$ cat src/design/crl_pkg.sv
// shared types and constants of the clipped line rasterizer
// no dependencies
package crl_pkg;

    localparam int CRD_W     = 13;
    localparam int COLOR_W   = 32;
    localparam int PIX_W     = 6;
    localparam int CFG_W     = 7;
    localparam int CFG_IDX_W = 1;

    localparam logic [CFG_IDX_W-1:0] REG_IMAGE_WIDTH  = 1'b0;
    localparam logic [CFG_IDX_W-1:0] REG_IMAGE_HEIGHT = 1'b1;

    localparam int               DEF_MAX_DIM = 64;
    localparam logic [CFG_W-1:0] DIM_RESET   = 7'd64;

    localparam int DIFF_W   = CRD_W + 1;
    localparam int DEN_W    = DIFF_W + 1;
    localparam int PROD_W   = 2 * CRD_W + 2;
    localparam int NUM_W    = PROD_W + 1;
    localparam int MAG_W    = NUM_W - 1;
    localparam int DIVCNT_W = $clog2(MAG_W);
    localparam int Q_W      = 16;
    localparam int R_W      = DEN_W + 2;

    localparam int QUEUE_DEPTH = 2;

    typedef struct packed {
        logic                    empty;
        logic                    xmajor;
        logic [PIX_W-1:0]        lo;
        logic [PIX_W-1:0]        hi;
        logic [CFG_W-1:0]        mindim;
        logic signed [Q_W-1:0]   q;
        logic signed [R_W-1:0]   r;
        logic [DEN_W-1:0]        den;
        logic signed [R_W-1:0]   step;
        logic [COLOR_W-1:0]      color;
    } t_line;

    typedef enum logic [2:0] {
        F_IDLE,
        F_SETUP,
        F_MULT,
        F_NUM,
        F_DIV,
        F_PUSH
    } t_front_state;

endpackage

$ cat src/design/crl_front.sv
// front end: takes a line request, orders and clips it, finds the start quotient
// depends on crl_pkg
module crl_front (
    input  logic                              i_clk,
    input  logic                              i_rst_n,
    input  logic                              i_in_valid,
    output logic                              o_in_stall,
    input  logic signed [crl_pkg::CRD_W-1:0]  i_first_x,
    input  logic signed [crl_pkg::CRD_W-1:0]  i_first_y,
    input  logic signed [crl_pkg::CRD_W-1:0]  i_second_x,
    input  logic signed [crl_pkg::CRD_W-1:0]  i_second_y,
    input  logic [crl_pkg::COLOR_W-1:0]       i_pen_color,
    input  logic [crl_pkg::CFG_W-1:0]         i_width_eff,
    input  logic [crl_pkg::CFG_W-1:0]         i_height_eff,
    output logic                              o_push,
    output crl_pkg::t_line                    o_line,
    input  logic                              i_full
);

    localparam int CRD_W  = crl_pkg::CRD_W;
    localparam int DIFF_W = crl_pkg::DIFF_W;
    localparam int DEN_W  = crl_pkg::DEN_W;
    localparam int PROD_W = crl_pkg::PROD_W;
    localparam int NUM_W  = crl_pkg::NUM_W;
    localparam int MAG_W  = crl_pkg::MAG_W;
    localparam int Q_W    = crl_pkg::Q_W;
    localparam int R_W    = crl_pkg::R_W;
    localparam int PIX_W  = crl_pkg::PIX_W;
    localparam int CFG_W  = crl_pkg::CFG_W;
    localparam int CNT_W  = crl_pkg::DIVCNT_W;

    crl_pkg::t_front_state r_state, n_state;

    logic signed [CRD_W-1:0]       r_x1, r_y1, r_x2, r_y2;
    logic [crl_pkg::COLOR_W-1:0]   r_color;

    logic                          r_xmajor, r_empty, r_diff0;
    logic signed [CRD_W-1:0]       r_ss;
    logic [DIFF_W-1:0]             r_diff;
    logic signed [CRD_W:0]         r_delta;
    logic [CRD_W-1:0]              r_losa;
    logic [PIX_W-1:0]              r_lo, r_hi;
    logic [CFG_W-1:0]              r_mindim;

    logic signed [PROD_W-1:0]      r_p1, r_p2;
    logic                          r_neg;
    logic [MAG_W-1:0]              r_mag, r_quo;
    logic [DEN_W-1:0]              r_rem;
    logic [CNT_W-1:0]              r_cnt;

    // setup: axis choice, ordering and clipping
    logic signed [CRD_W:0]         dx, dy, ea_e, lo_e, lim_e, hi_e, delta_c;
    logic [DIFF_W-1:0]             dxa, dya, diff_c;
    logic                          xmaj_c, first_c, empty_c;
    logic signed [CRD_W-1:0]       sa_c, ss_c, ea_c, es_c;
    logic [CFG_W-1:0]              majdim_c, mindim_c;
    logic [CRD_W-1:0]              losa_c;

    always_comb begin
        dx      = (CRD_W+1)'(r_x2) - (CRD_W+1)'(r_x1);
        dy      = (CRD_W+1)'(r_y2) - (CRD_W+1)'(r_y1);
        dxa     = dx[CRD_W] ? DIFF_W'(-dx) : DIFF_W'(dx);
        dya     = dy[CRD_W] ? DIFF_W'(-dy) : DIFF_W'(dy);
        xmaj_c  = dxa > dya;
        first_c = xmaj_c ? (r_x1 < r_x2) : (r_y1 < r_y2);
        if (xmaj_c) begin
            sa_c     = first_c ? r_x1 : r_x2;
            ss_c     = first_c ? r_y1 : r_y2;
            ea_c     = first_c ? r_x2 : r_x1;
            es_c     = first_c ? r_y2 : r_y1;
            diff_c   = dxa;
            majdim_c = i_width_eff;
            mindim_c = i_height_eff;
        end else begin
            sa_c     = first_c ? r_y1 : r_y2;
            ss_c     = first_c ? r_x1 : r_x2;
            ea_c     = first_c ? r_y2 : r_y1;
            es_c     = first_c ? r_x2 : r_x1;
            diff_c   = dya;
            majdim_c = i_height_eff;
            mindim_c = i_width_eff;
        end
        ea_e    = (CRD_W+1)'(ea_c);
        lo_e    = (sa_c > 0) ? (CRD_W+1)'(sa_c) : '0;
        lim_e   = (CRD_W+1)'(majdim_c) - (CRD_W+1)'(1);
        hi_e    = (ea_e < lim_e) ? ea_e : lim_e;
        empty_c = lo_e > hi_e;
        losa_c  = sa_c[CRD_W-1] ? CRD_W'(-sa_c) : '0;
        delta_c = (CRD_W+1)'(es_c) - (CRD_W+1)'(ss_c);
    end

    // products for the numerator at the first step
    logic signed [PROD_W-1:0] p1_c, p2_c;
    assign p1_c = r_ss * $signed({1'b0, r_diff});
    assign p2_c = $signed({1'b0, r_losa}) * r_delta;

    logic signed [NUM_W-1:0] p1_w, p2_w, num_c;
    logic [MAG_W-1:0]        mag_c;
    assign p1_w  = NUM_W'(r_p1);
    assign p2_w  = NUM_W'(r_p2);
    assign num_c = (p1_w <<< 1) + (p2_w <<< 1) + NUM_W'(r_diff);
    assign mag_c = num_c[NUM_W-1] ? MAG_W'(-num_c) : MAG_W'(num_c);

    // restoring division, one quotient bit a cycle
    logic [DEN_W-1:0] den;
    logic [DEN_W:0]   trial;
    logic             ge;
    assign den   = {r_diff, 1'b0};
    assign trial = {r_rem, r_mag[MAG_W-1]};
    assign ge    = trial >= {1'b0, den};

    // floor quotient and remainder from the magnitude result
    logic signed [Q_W-1:0] qa, q_c;
    logic signed [R_W-1:0] r_c, step_c;
    always_comb begin
        qa = $signed(r_quo[Q_W-1:0]);
        if (r_diff0) begin
            q_c = Q_W'(r_ss);
            r_c = '0;
        end else if (r_neg && (r_rem != '0)) begin
            q_c = -qa - Q_W'(1);
            r_c = R_W'(den) - R_W'(r_rem);
        end else if (r_neg) begin
            q_c = -qa;
            r_c = '0;
        end else begin
            q_c = qa;
            r_c = R_W'(r_rem);
        end
        step_c = R_W'(r_delta) <<< 1;
    end

    always_comb begin
        n_state = r_state;
        unique case (r_state)
            crl_pkg::F_IDLE:  if (i_in_valid) n_state = crl_pkg::F_SETUP;
            crl_pkg::F_SETUP: begin
                n_state = (empty_c || (diff_c == '0)) ? crl_pkg::F_PUSH : crl_pkg::F_MULT;
            end
            crl_pkg::F_MULT:  n_state = crl_pkg::F_NUM;
            crl_pkg::F_NUM:   n_state = crl_pkg::F_DIV;
            crl_pkg::F_DIV:   if (r_cnt == '0) n_state = crl_pkg::F_PUSH;
            crl_pkg::F_PUSH:  if (!i_full) n_state = crl_pkg::F_IDLE;
            default:          n_state = crl_pkg::F_IDLE;
        endcase
    end

    always_comb begin
        o_in_stall = r_state != crl_pkg::F_IDLE;
        o_push     = (r_state == crl_pkg::F_PUSH) && !i_full;
    end

    always_comb begin
        o_line.empty  = r_empty;
        o_line.xmajor = r_xmajor;
        o_line.lo     = r_lo;
        o_line.hi     = r_hi;
        o_line.mindim = r_mindim;
        o_line.q      = q_c;
        o_line.r      = r_c;
        o_line.den    = den;
        o_line.step   = step_c;
        o_line.color  = r_color;
    end

    always_ff @(posedge i_clk) begin
        if (!i_rst_n) begin
            r_state <= crl_pkg::F_IDLE;
        end else begin
            r_state <= n_state;
        end
    end

    always_ff @(posedge i_clk) begin
        unique case (r_state)
            crl_pkg::F_IDLE: begin
                r_x1    <= i_first_x;
                r_y1    <= i_first_y;
                r_x2    <= i_second_x;
                r_y2    <= i_second_y;
                r_color <= i_pen_color;
            end
            crl_pkg::F_SETUP: begin
                r_xmajor <= xmaj_c;
                r_empty  <= empty_c;
                r_diff0  <= diff_c == '0;
                r_ss     <= ss_c;
                r_diff   <= diff_c;
                r_delta  <= delta_c;
                r_losa   <= losa_c;
                r_lo     <= lo_e[PIX_W-1:0];
                r_hi     <= hi_e[PIX_W-1:0];
                r_mindim <= mindim_c;
            end
            crl_pkg::F_MULT: begin
                r_p1 <= p1_c;
                r_p2 <= p2_c;
            end
            crl_pkg::F_NUM: begin
                r_neg <= num_c[NUM_W-1];
                r_mag <= mag_c;
                r_rem <= '0;
                r_cnt <= CNT_W'(MAG_W - 1);
            end
            crl_pkg::F_DIV: begin
                r_rem <= ge ? DEN_W'(trial - {1'b0, den}) : trial[DEN_W-1:0];
                r_quo <= {r_quo[MAG_W-2:0], ge};
                r_mag <= {r_mag[MAG_W-2:0], 1'b0};
                r_cnt <= r_cnt - CNT_W'(1);
            end
            crl_pkg::F_PUSH: begin
            end
            default: begin
            end
        endcase
    end

endmodule

$ cat src/design/crl_queue.sv
// short queue of prepared lines between front and back end
// depends on crl_pkg
module crl_queue (
    input  logic            i_clk,
    input  logic            i_rst_n,
    input  logic            i_push,
    input  crl_pkg::t_line  i_line,
    output logic            o_full,
    input  logic            i_pop,
    output logic            o_avail,
    output crl_pkg::t_line  o_line
);

    localparam int DEPTH = crl_pkg::QUEUE_DEPTH;
    localparam int PTR_W = $clog2(DEPTH);
    localparam int CNT_W = $clog2(DEPTH + 1);

    crl_pkg::t_line   r_mem [DEPTH];
    logic [PTR_W-1:0] r_wr, r_rd;
    logic [CNT_W-1:0] r_count;

    assign o_full  = r_count == CNT_W'(DEPTH);
    assign o_avail = r_count != '0;
    assign o_line  = r_mem[r_rd];

    always_ff @(posedge i_clk) begin
        if (i_push) r_mem[r_wr] <= i_line;
    end

    always_ff @(posedge i_clk) begin
        if (!i_rst_n) begin
            r_wr    <= '0;
            r_rd    <= '0;
            r_count <= '0;
        end else begin
            if (i_push) begin
                r_wr <= (r_wr == PTR_W'(DEPTH - 1)) ? '0 : r_wr + PTR_W'(1);
            end
            if (i_pop) begin
                r_rd <= (r_rd == PTR_W'(DEPTH - 1)) ? '0 : r_rd + PTR_W'(1);
            end
            if (i_push && !i_pop) begin
                r_count <= r_count + CNT_W'(1);
            end else if (i_pop && !i_push) begin
                r_count <= r_count - CNT_W'(1);
            end
        end
    end

endmodule

$ cat src/design/crl_back.sv
// back end: walks the major axis and emits one pixel word a cycle while the output is not stalled
// depends on crl_pkg
module crl_back #(
    parameter int MAX_DIM = crl_pkg::DEF_MAX_DIM
) (
    input  logic                         i_clk,
    input  logic                         i_rst_n,
    input  logic                         i_avail,
    input  crl_pkg::t_line               i_line,
    output logic                         o_pop,
    output logic                         o_out_valid,
    input  logic                         i_out_stall,
    output logic [crl_pkg::PIX_W-1:0]    o_pixel_x,
    output logic [crl_pkg::PIX_W-1:0]    o_pixel_y,
    output logic [crl_pkg::COLOR_W-1:0]  o_write_color,
    output logic                         o_inside_res,
    output logic                         o_last_step
);

    localparam int MW    = $clog2(MAX_DIM);
    localparam int Q_W   = crl_pkg::Q_W;
    localparam int R_W   = crl_pkg::R_W;
    localparam int PIX_W = crl_pkg::PIX_W;

    logic                  r_busy, r_out_valid;
    crl_pkg::t_line        r_line;
    logic [MW-1:0]         r_m;
    logic signed [Q_W-1:0] r_q;
    logic signed [R_W-1:0] r_r;

    logic [PIX_W-1:0]             r_px, r_py;
    logic [crl_pkg::COLOR_W-1:0]  r_col;
    logic                         r_ins, r_last;

    logic                  emit, last_c, ins_c;
    logic signed [Q_W-1:0] mt;
    logic [Q_W-1:0]        mt_u;
    logic [PIX_W-1:0]      mn, mj;
    logic signed [R_W-1:0] s_c, den_s;

    assign o_pop = !r_busy && i_avail;
    assign emit  = r_busy && (!r_out_valid || !i_out_stall);

    always_comb begin
        last_c = r_line.empty || (r_m == r_line.hi[MW-1:0]);
        mt     = (r_q[Q_W-1] && (r_r != '0)) ? r_q + Q_W'(1) : r_q;
        mt_u   = mt;
        ins_c  = !mt[Q_W-1] && (mt_u < Q_W'(r_line.mindim));
        mn     = ins_c ? mt_u[PIX_W-1:0] : '0;
        mj     = PIX_W'(r_m);
        s_c    = r_r + r_line.step;
        den_s  = $signed(R_W'(r_line.den));
    end

    always_ff @(posedge i_clk) begin
        if (!i_rst_n) begin
            r_busy      <= 1'b0;
            r_out_valid <= 1'b0;
        end else begin
            if (o_pop) begin
                r_busy <= 1'b1;
            end else if (emit && last_c) begin
                r_busy <= 1'b0;
            end
            if (emit) begin
                r_out_valid <= 1'b1;
            end else if (!i_out_stall) begin
                r_out_valid <= 1'b0;
            end
        end
    end

    always_ff @(posedge i_clk) begin
        if (o_pop) begin
            r_line <= i_line;
            r_m    <= i_line.lo[MW-1:0];
            r_q    <= i_line.q;
            r_r    <= i_line.r;
        end else if (emit) begin
            r_m <= r_m + MW'(1);
            priority if ((r_line.den != '0) && (s_c >= den_s)) begin
                r_r <= s_c - den_s;
                r_q <= r_q + Q_W'(1);
            end else if (s_c < 0) begin
                r_r <= s_c + den_s;
                r_q <= r_q - Q_W'(1);
            end else begin
                r_r <= s_c;
            end
        end
        if (emit) begin
            if (r_line.empty) begin
                r_px   <= '0;
                r_py   <= '0;
                r_col  <= '0;
                r_ins  <= 1'b0;
                r_last <= 1'b1;
            end else begin
                r_px   <= r_line.xmajor ? mj : mn;
                r_py   <= r_line.xmajor ? mn : mj;
                r_col  <= r_line.color;
                r_ins  <= ins_c;
                r_last <= last_c;
            end
        end
    end

    assign o_out_valid   = r_out_valid;
    assign o_pixel_x     = r_px;
    assign o_pixel_y     = r_py;
    assign o_write_color = r_col;
    assign o_inside_res  = r_ins;
    assign o_last_step   = r_last;

endmodule

$ cat src/design/clipped_line_rasterizer.sv
// clipped line rasterizer: a taken request passes the front end and the line queue,
// then one pixel word a cycle while the output is not stalled, along the clipped
// major axis, up to MAX_DIM words; the front end finds the start quotient by a
// bit-serial division, which empty and single-point lines skip
// synchronous active-low reset: queue empty, no word pending, both sizes set to 64
module clipped_line_rasterizer #(
    parameter int MAX_DIM = crl_pkg::DEF_MAX_DIM
) (
    input  logic                              i_clk,
    input  logic                              i_rst_n,
    input  logic                              i_cfg_we,
    input  logic [crl_pkg::CFG_IDX_W-1:0]     i_cfg_index,
    input  logic [crl_pkg::CFG_W-1:0]         i_cfg_data,
    input  logic                              i_in_valid,
    output logic                              o_in_stall,
    input  logic signed [crl_pkg::CRD_W-1:0]  i_first_x,
    input  logic signed [crl_pkg::CRD_W-1:0]  i_first_y,
    input  logic signed [crl_pkg::CRD_W-1:0]  i_second_x,
    input  logic signed [crl_pkg::CRD_W-1:0]  i_second_y,
    input  logic [crl_pkg::COLOR_W-1:0]       i_pen_color,
    output logic                              o_out_valid,
    input  logic                              i_out_stall,
    output logic [crl_pkg::PIX_W-1:0]         o_pixel_x,
    output logic [crl_pkg::PIX_W-1:0]         o_pixel_y,
    output logic [crl_pkg::COLOR_W-1:0]       o_write_color,
    output logic                              o_inside_res,
    output logic                              o_last_step
);

    localparam int CFG_W = crl_pkg::CFG_W;

    logic [CFG_W-1:0] r_width, r_height;
    logic [CFG_W-1:0] width_eff, height_eff;

    always_ff @(posedge i_clk) begin
        if (!i_rst_n) begin
            r_width  <= crl_pkg::DIM_RESET;
            r_height <= crl_pkg::DIM_RESET;
        end else if (i_cfg_we) begin
            unique case (i_cfg_index)
                crl_pkg::REG_IMAGE_WIDTH:  r_width  <= i_cfg_data;
                crl_pkg::REG_IMAGE_HEIGHT: r_height <= i_cfg_data;
                default: begin
                end
            endcase
        end
    end

    // zero acts as one, oversize clamps to the maximum
    always_comb begin
        priority if (r_width == '0)                 width_eff = CFG_W'(1);
        else if (r_width > CFG_W'(MAX_DIM))         width_eff = CFG_W'(MAX_DIM);
        else                                        width_eff = r_width;
        priority if (r_height == '0)                height_eff = CFG_W'(1);
        else if (r_height > CFG_W'(MAX_DIM))        height_eff = CFG_W'(MAX_DIM);
        else                                        height_eff = r_height;
    end

    logic           push, full, pop, avail;
    crl_pkg::t_line front_line, queue_line;

    crl_front u_front (
        .i_clk        (i_clk),
        .i_rst_n      (i_rst_n),
        .i_in_valid   (i_in_valid),
        .o_in_stall   (o_in_stall),
        .i_first_x    (i_first_x),
        .i_first_y    (i_first_y),
        .i_second_x   (i_second_x),
        .i_second_y   (i_second_y),
        .i_pen_color  (i_pen_color),
        .i_width_eff  (width_eff),
        .i_height_eff (height_eff),
        .o_push       (push),
        .o_line       (front_line),
        .i_full       (full)
    );

    crl_queue u_queue (
        .i_clk   (i_clk),
        .i_rst_n (i_rst_n),
        .i_push  (push),
        .i_line  (front_line),
        .o_full  (full),
        .i_pop   (pop),
        .o_avail (avail),
        .o_line  (queue_line)
    );

    crl_back #(
        .MAX_DIM (MAX_DIM)
    ) u_back (
        .i_clk         (i_clk),
        .i_rst_n       (i_rst_n),
        .i_avail       (avail),
        .i_line        (queue_line),
        .o_pop         (pop),
        .o_out_valid   (o_out_valid),
        .i_out_stall   (i_out_stall),
        .o_pixel_x     (o_pixel_x),
        .o_pixel_y     (o_pixel_y),
        .o_write_color (o_write_color),
        .o_inside_res  (o_inside_res),
        .o_last_step   (o_last_step)
    );

endmodule

$ cat config.mk
export PLATFORM = sky130hd
export DESIGN_NAME = clipped_line_rasterizer
export DESIGN_NICKNAME = d
export VERILOG_FILES = /design/src/design/crl_pkg.sv /design/src/design/crl_front.sv /design/src/design/crl_queue.sv /design/src/design/crl_back.sv /design/src/design/clipped_line_rasterizer.sv
export SDC_FILE = /design/constraint.sdc
export NUM_CORES = 2
export LEC_CHECK = 0
export BUFFER_PORTS_ARGS = -buffer_cell sky130_fd_sc_hd__buf_2
export CORE_UTILIZATION = 41
export CTS_CLUSTER_DIAMETER = 120
export CTS_CLUSTER_SIZE = 16
export DETAILED_ROUTE_END_ITERATION = 8
export SLEW_MARGIN = 20
export SYNTH_ARGS = -nofsm -noshare
export SYNTH_HDL_FRONTEND = slang
export SYNTH_SLANG_ARGS = --single-unit
$ cat constraint.sdc
create_clock -name i_clk -period 23.8 [get_ports i_clk]
set_clock_uncertainty 0.15 [all_clocks]
set_input_delay 4.76 -clock i_clk [delete_from_list [all_inputs] [get_ports i_clk]]
set_output_delay 4.76 -clock i_clk [all_outputs]
set_load 0.02 [all_outputs]
==> metrics.md <==
| Metric | Value |
|---|---|
| Flops & latches, synth | `691` |
| Most frequent cells after synthesis | `edfxtp_1, inv_1, nand2_1` |
| Pre-CTS setup slack | `12.64 ns` |
| Bufs on Longest Clock Path | `3` |
| Main flop type after synthesis | `edfxtp_1` |
| Top-count cell post-synth | `edfxtp_1` |
| Most frequent CP cell | `o21a_1` |
| Critical path endpoint category | `register` |
| Starting Density | `0.4151` |
| Unrepaired setup endpoints after global routing | `false` |
| Sequential-to-total area share from yosys stat | `0.4102` |
| HPWL Detailed | `89.82 mm` |
| Root Driver | `clkbuf_16` |
| Global Route Usage Sum | `0.1968` |
| Crit share post-route | `0.4713` |
| Max_cap viols | `0` |
| Largest net degree at the start of global routing | `58` |
| CP Class | `reg2reg` |
| Slowest stage delay, CP | `0.67 ns` |
| Status | `finished, final reports clean` |
| Global placer's final weighted congestion | `0.8779` |
| Die X | `351.2 µm` |
| Area of the multi-input gates | `0.02710 mm²` |
| Post-synth cell types | `102` |
| First-pass GRT wire length | `188.9 mm` |
| Worst slew margin | `0.2709` |
| Hold/Removal Path Class | `reg2reg` |
| Post-CTS Setup Bufs | `0` |
| Wire per inst | `19.30 µm` |
| Layout cell share with drive strength beyond 1 | `0.08472` |
| Clock Pin Slew Worst Setup and Hold Paths | `0.08 ns` |
| Num CTS Buffers | `49` |
| Vias per std cell | `5.319` |
| CP max FO | `55` |
| DRC | `0` |
| Top cells by area, synth | `edfxtp_1, fa_1, ha_1` |
| Std cell rows | `127` |
| Antenna-violating nets left | `0` |
| Final hold violation count | `0` |
| Vias in the first global route | `32870` |
| Hold Worst Slack | `0.2955 ns` |
| PnR worst setup slack | `12.58 ns` |
| Buffers on Ports | `144` |
| Post-synth EDFFs | `667` |
| CTS tree | `yes` |
| Dominant cell type by area after synthesis | `edfxtp_1` |
| Fill count | `11420` |
| Post-synthesis async set-or-reset flop share | `0` |
| Synth top area share | `0.4006` |
| CTS resizes | `0` |
| Core footprint | `0.1204 mm²` |
| Layout area overhead | `7.765%` |
| Setup TNS after final layout | `0 ns` |
| Final setup fails | `0` |
| Final-report max-slew violation count | `0` |
| H-tree Lvls | `2` |
| Cells after Synth | `4582` |
| Yosys warnings | `0` |
| CP Data Required Time | `24.18 ns` |
| Worst slew pin tran | `1.094 ns` |
| Detailed Route Iter0 Violations | `2387` |
| Arrival @ worst endpoint | `11.60 ns` |
| FMAX | `89.15 MHz` |
| Mean Syn Cell Area | `10.91 µm²` |
| Hold buffer count at CTS | `0` |
| Reg area | `0.02051 mm²` |
| Final Critical Period | `11.22 ns` |
| Synthesized cell area | `0.05000 mm²` |
| Die Y-Extent | `351.2 µm` |
| GRT overflow | `0` |
| Area of the die | `0.1233 mm²` |
| CP max-delay cell | `buf_4` |
| First-pass DRT Iterations | `5` |
| Antenna violations before repair | `9` |
| Layout Nets | `5446` |
| Clock Latency Late Sink | `0.65 ns` |
| # clock sinks | `691` |
| Total number of vias | `33510` |
| Worst Setup Start Kind | `register` |
| Io pins | `145` |
| Final WL | `121.6 mm` |
==> flip-flops by register name, summed over array words and instances (netlist names), 14 cells and up, named ones only <==
name / flops
u_back.den_s: 14
u_back.o_write_color: 32
u_back.r_line: 61
u_back.r_q: 16
u_back.r_r: 17
u_front.r_color: 32
u_front.r_delta: 14
u_front.r_diff: 14
u_front.r_mag: 28
u_front.r_p1: 28
u_front.r_p2: 28
u_front.r_quo: 16
u_front.r_rem: 15
u_queue.r_mem: 226
==> layout by cell type, fill, tap and decap left out, types with 9 or more instances in the layout <==
master,Yosys,routed
o31ai_1,17,17
nand4_1,25,25
o21ai_0,173,171
mux2_2,92,92
nor2_1,225,223
clkbuf_1,139,32
o21bai_1,18,18
buf_2,13,144
o21ai_1,12,13
fa_1,284,284
a21oi_1,179,178
nand2b_1,54,54
mux2i_1,167,167
inv_1,473,471
a21o_1,55,55
nand3b_1,17,17
dfxtp_1,24,23
xor2_1,111,111
edfxtp_1,667,667
a211oi_1,36,36
ha_1,414,414
or2_2,14,14
nor3_1,67,66
clkbuf_16,0,49
nor2b_1,92,92
and3_1,20,20
nor4_1,26,26
buf_4,6,39
o21a_1,23,23
o211ai_1,19,19
nand2_1,455,454
xnor2_1,132,132
nor3b_1,12,11
a2bb2oi_1,10,9
nand3_1,70,70
or3_1,35,35
and2_1,191,190
a31oi_1,30,30
a21boi_0,22,22
==> through the flow <==
step / instance area [µm²] / std cells / utilization
4_1_cts: 53870 / 6298 / 0.4473
6_report: 53880 / 6300 / 0.4473
2_1_floorplan: 50020 / 4587 / -
3_5_place_dp: 52430 / 6212 / 0.4353
3_3_place_gp: 52430 / 6212 / 0.4353
5_1_grt: 53880 / 6298 / 0.4473
==> metal layers <==
metal	wire length, µm	global-route usage	up-vias
met4	2592	0.04490	6
met1	57010	0.2792	16640
met3	5546	0.02485	120
li1	-	-	16070
met2	56390	0.3201	670
met5	46	0	-
==> cell families (layout without fill, tap and decap cells) <==
logic type / after synthesis / in the layout / synth area share
and+or+nand+nor: 1336 / 1336 / 0.1328
AOI/OAI and AO/OA: 706 / 706 / 0.09252
adders and majority gates: 698 / 698 / 0.2173
DFF: 691 / 691 / 0.4102
buffers and inverters: 645 / 744 / 0.04950
muxes: 260 / 260 / 0.05460
xor gates and xnor gates: 244 / 244 / 0.04289
other: 2 / 9 / 0.0001502
==> worst paths after layout <==
| path | from | endpoint | slack [ns] | cells after the start |
|---|---|---|---|---|
| worst max register to register | u_front.r_y2[0] | u_front.r_state[2] | 12.58 | 51 |
| worst min register to register | u_front.r_color[26] | u_queue.r_mem[1][26] | 0.30 | 0 |
| worst min-delay path | u_front.r_color[26] | u_queue.r_mem[1][26] | 0.30 | 0 |
| worst max-delay path | u_front.r_y2[0] | u_front.r_state[2] | 12.58 | 51 |
==> layout make-up <==
type,instances,area share
multi-input combinational,3251,0.5030
clock inverter,5,0.001811
antenna,2,0.00009288
tap,1612,0.03743
inverter,475,0.03314
timing repair buffer,183,0.01881
clock buffer,81,0.02499
sequential,691,0.3807
==> critical path, delay by kind of cell (launching register included) <==
family / cells / cell delay [ns]
DFF: 1 / 0.45
muxes: 4 / 1.36
AOI/OAI and AO/OA: 25 / 4.22
xor gates and xnor gates: 1 / 0.20
and+or+nand+nor: 9 / 1.47
buffers and inverters: 7 / 1.79
adders and majority gates: 5 / 1.39
Power is not shown: default switching activity piles up to over one toggle a cycle in this logic, so the estimate is an artifact.
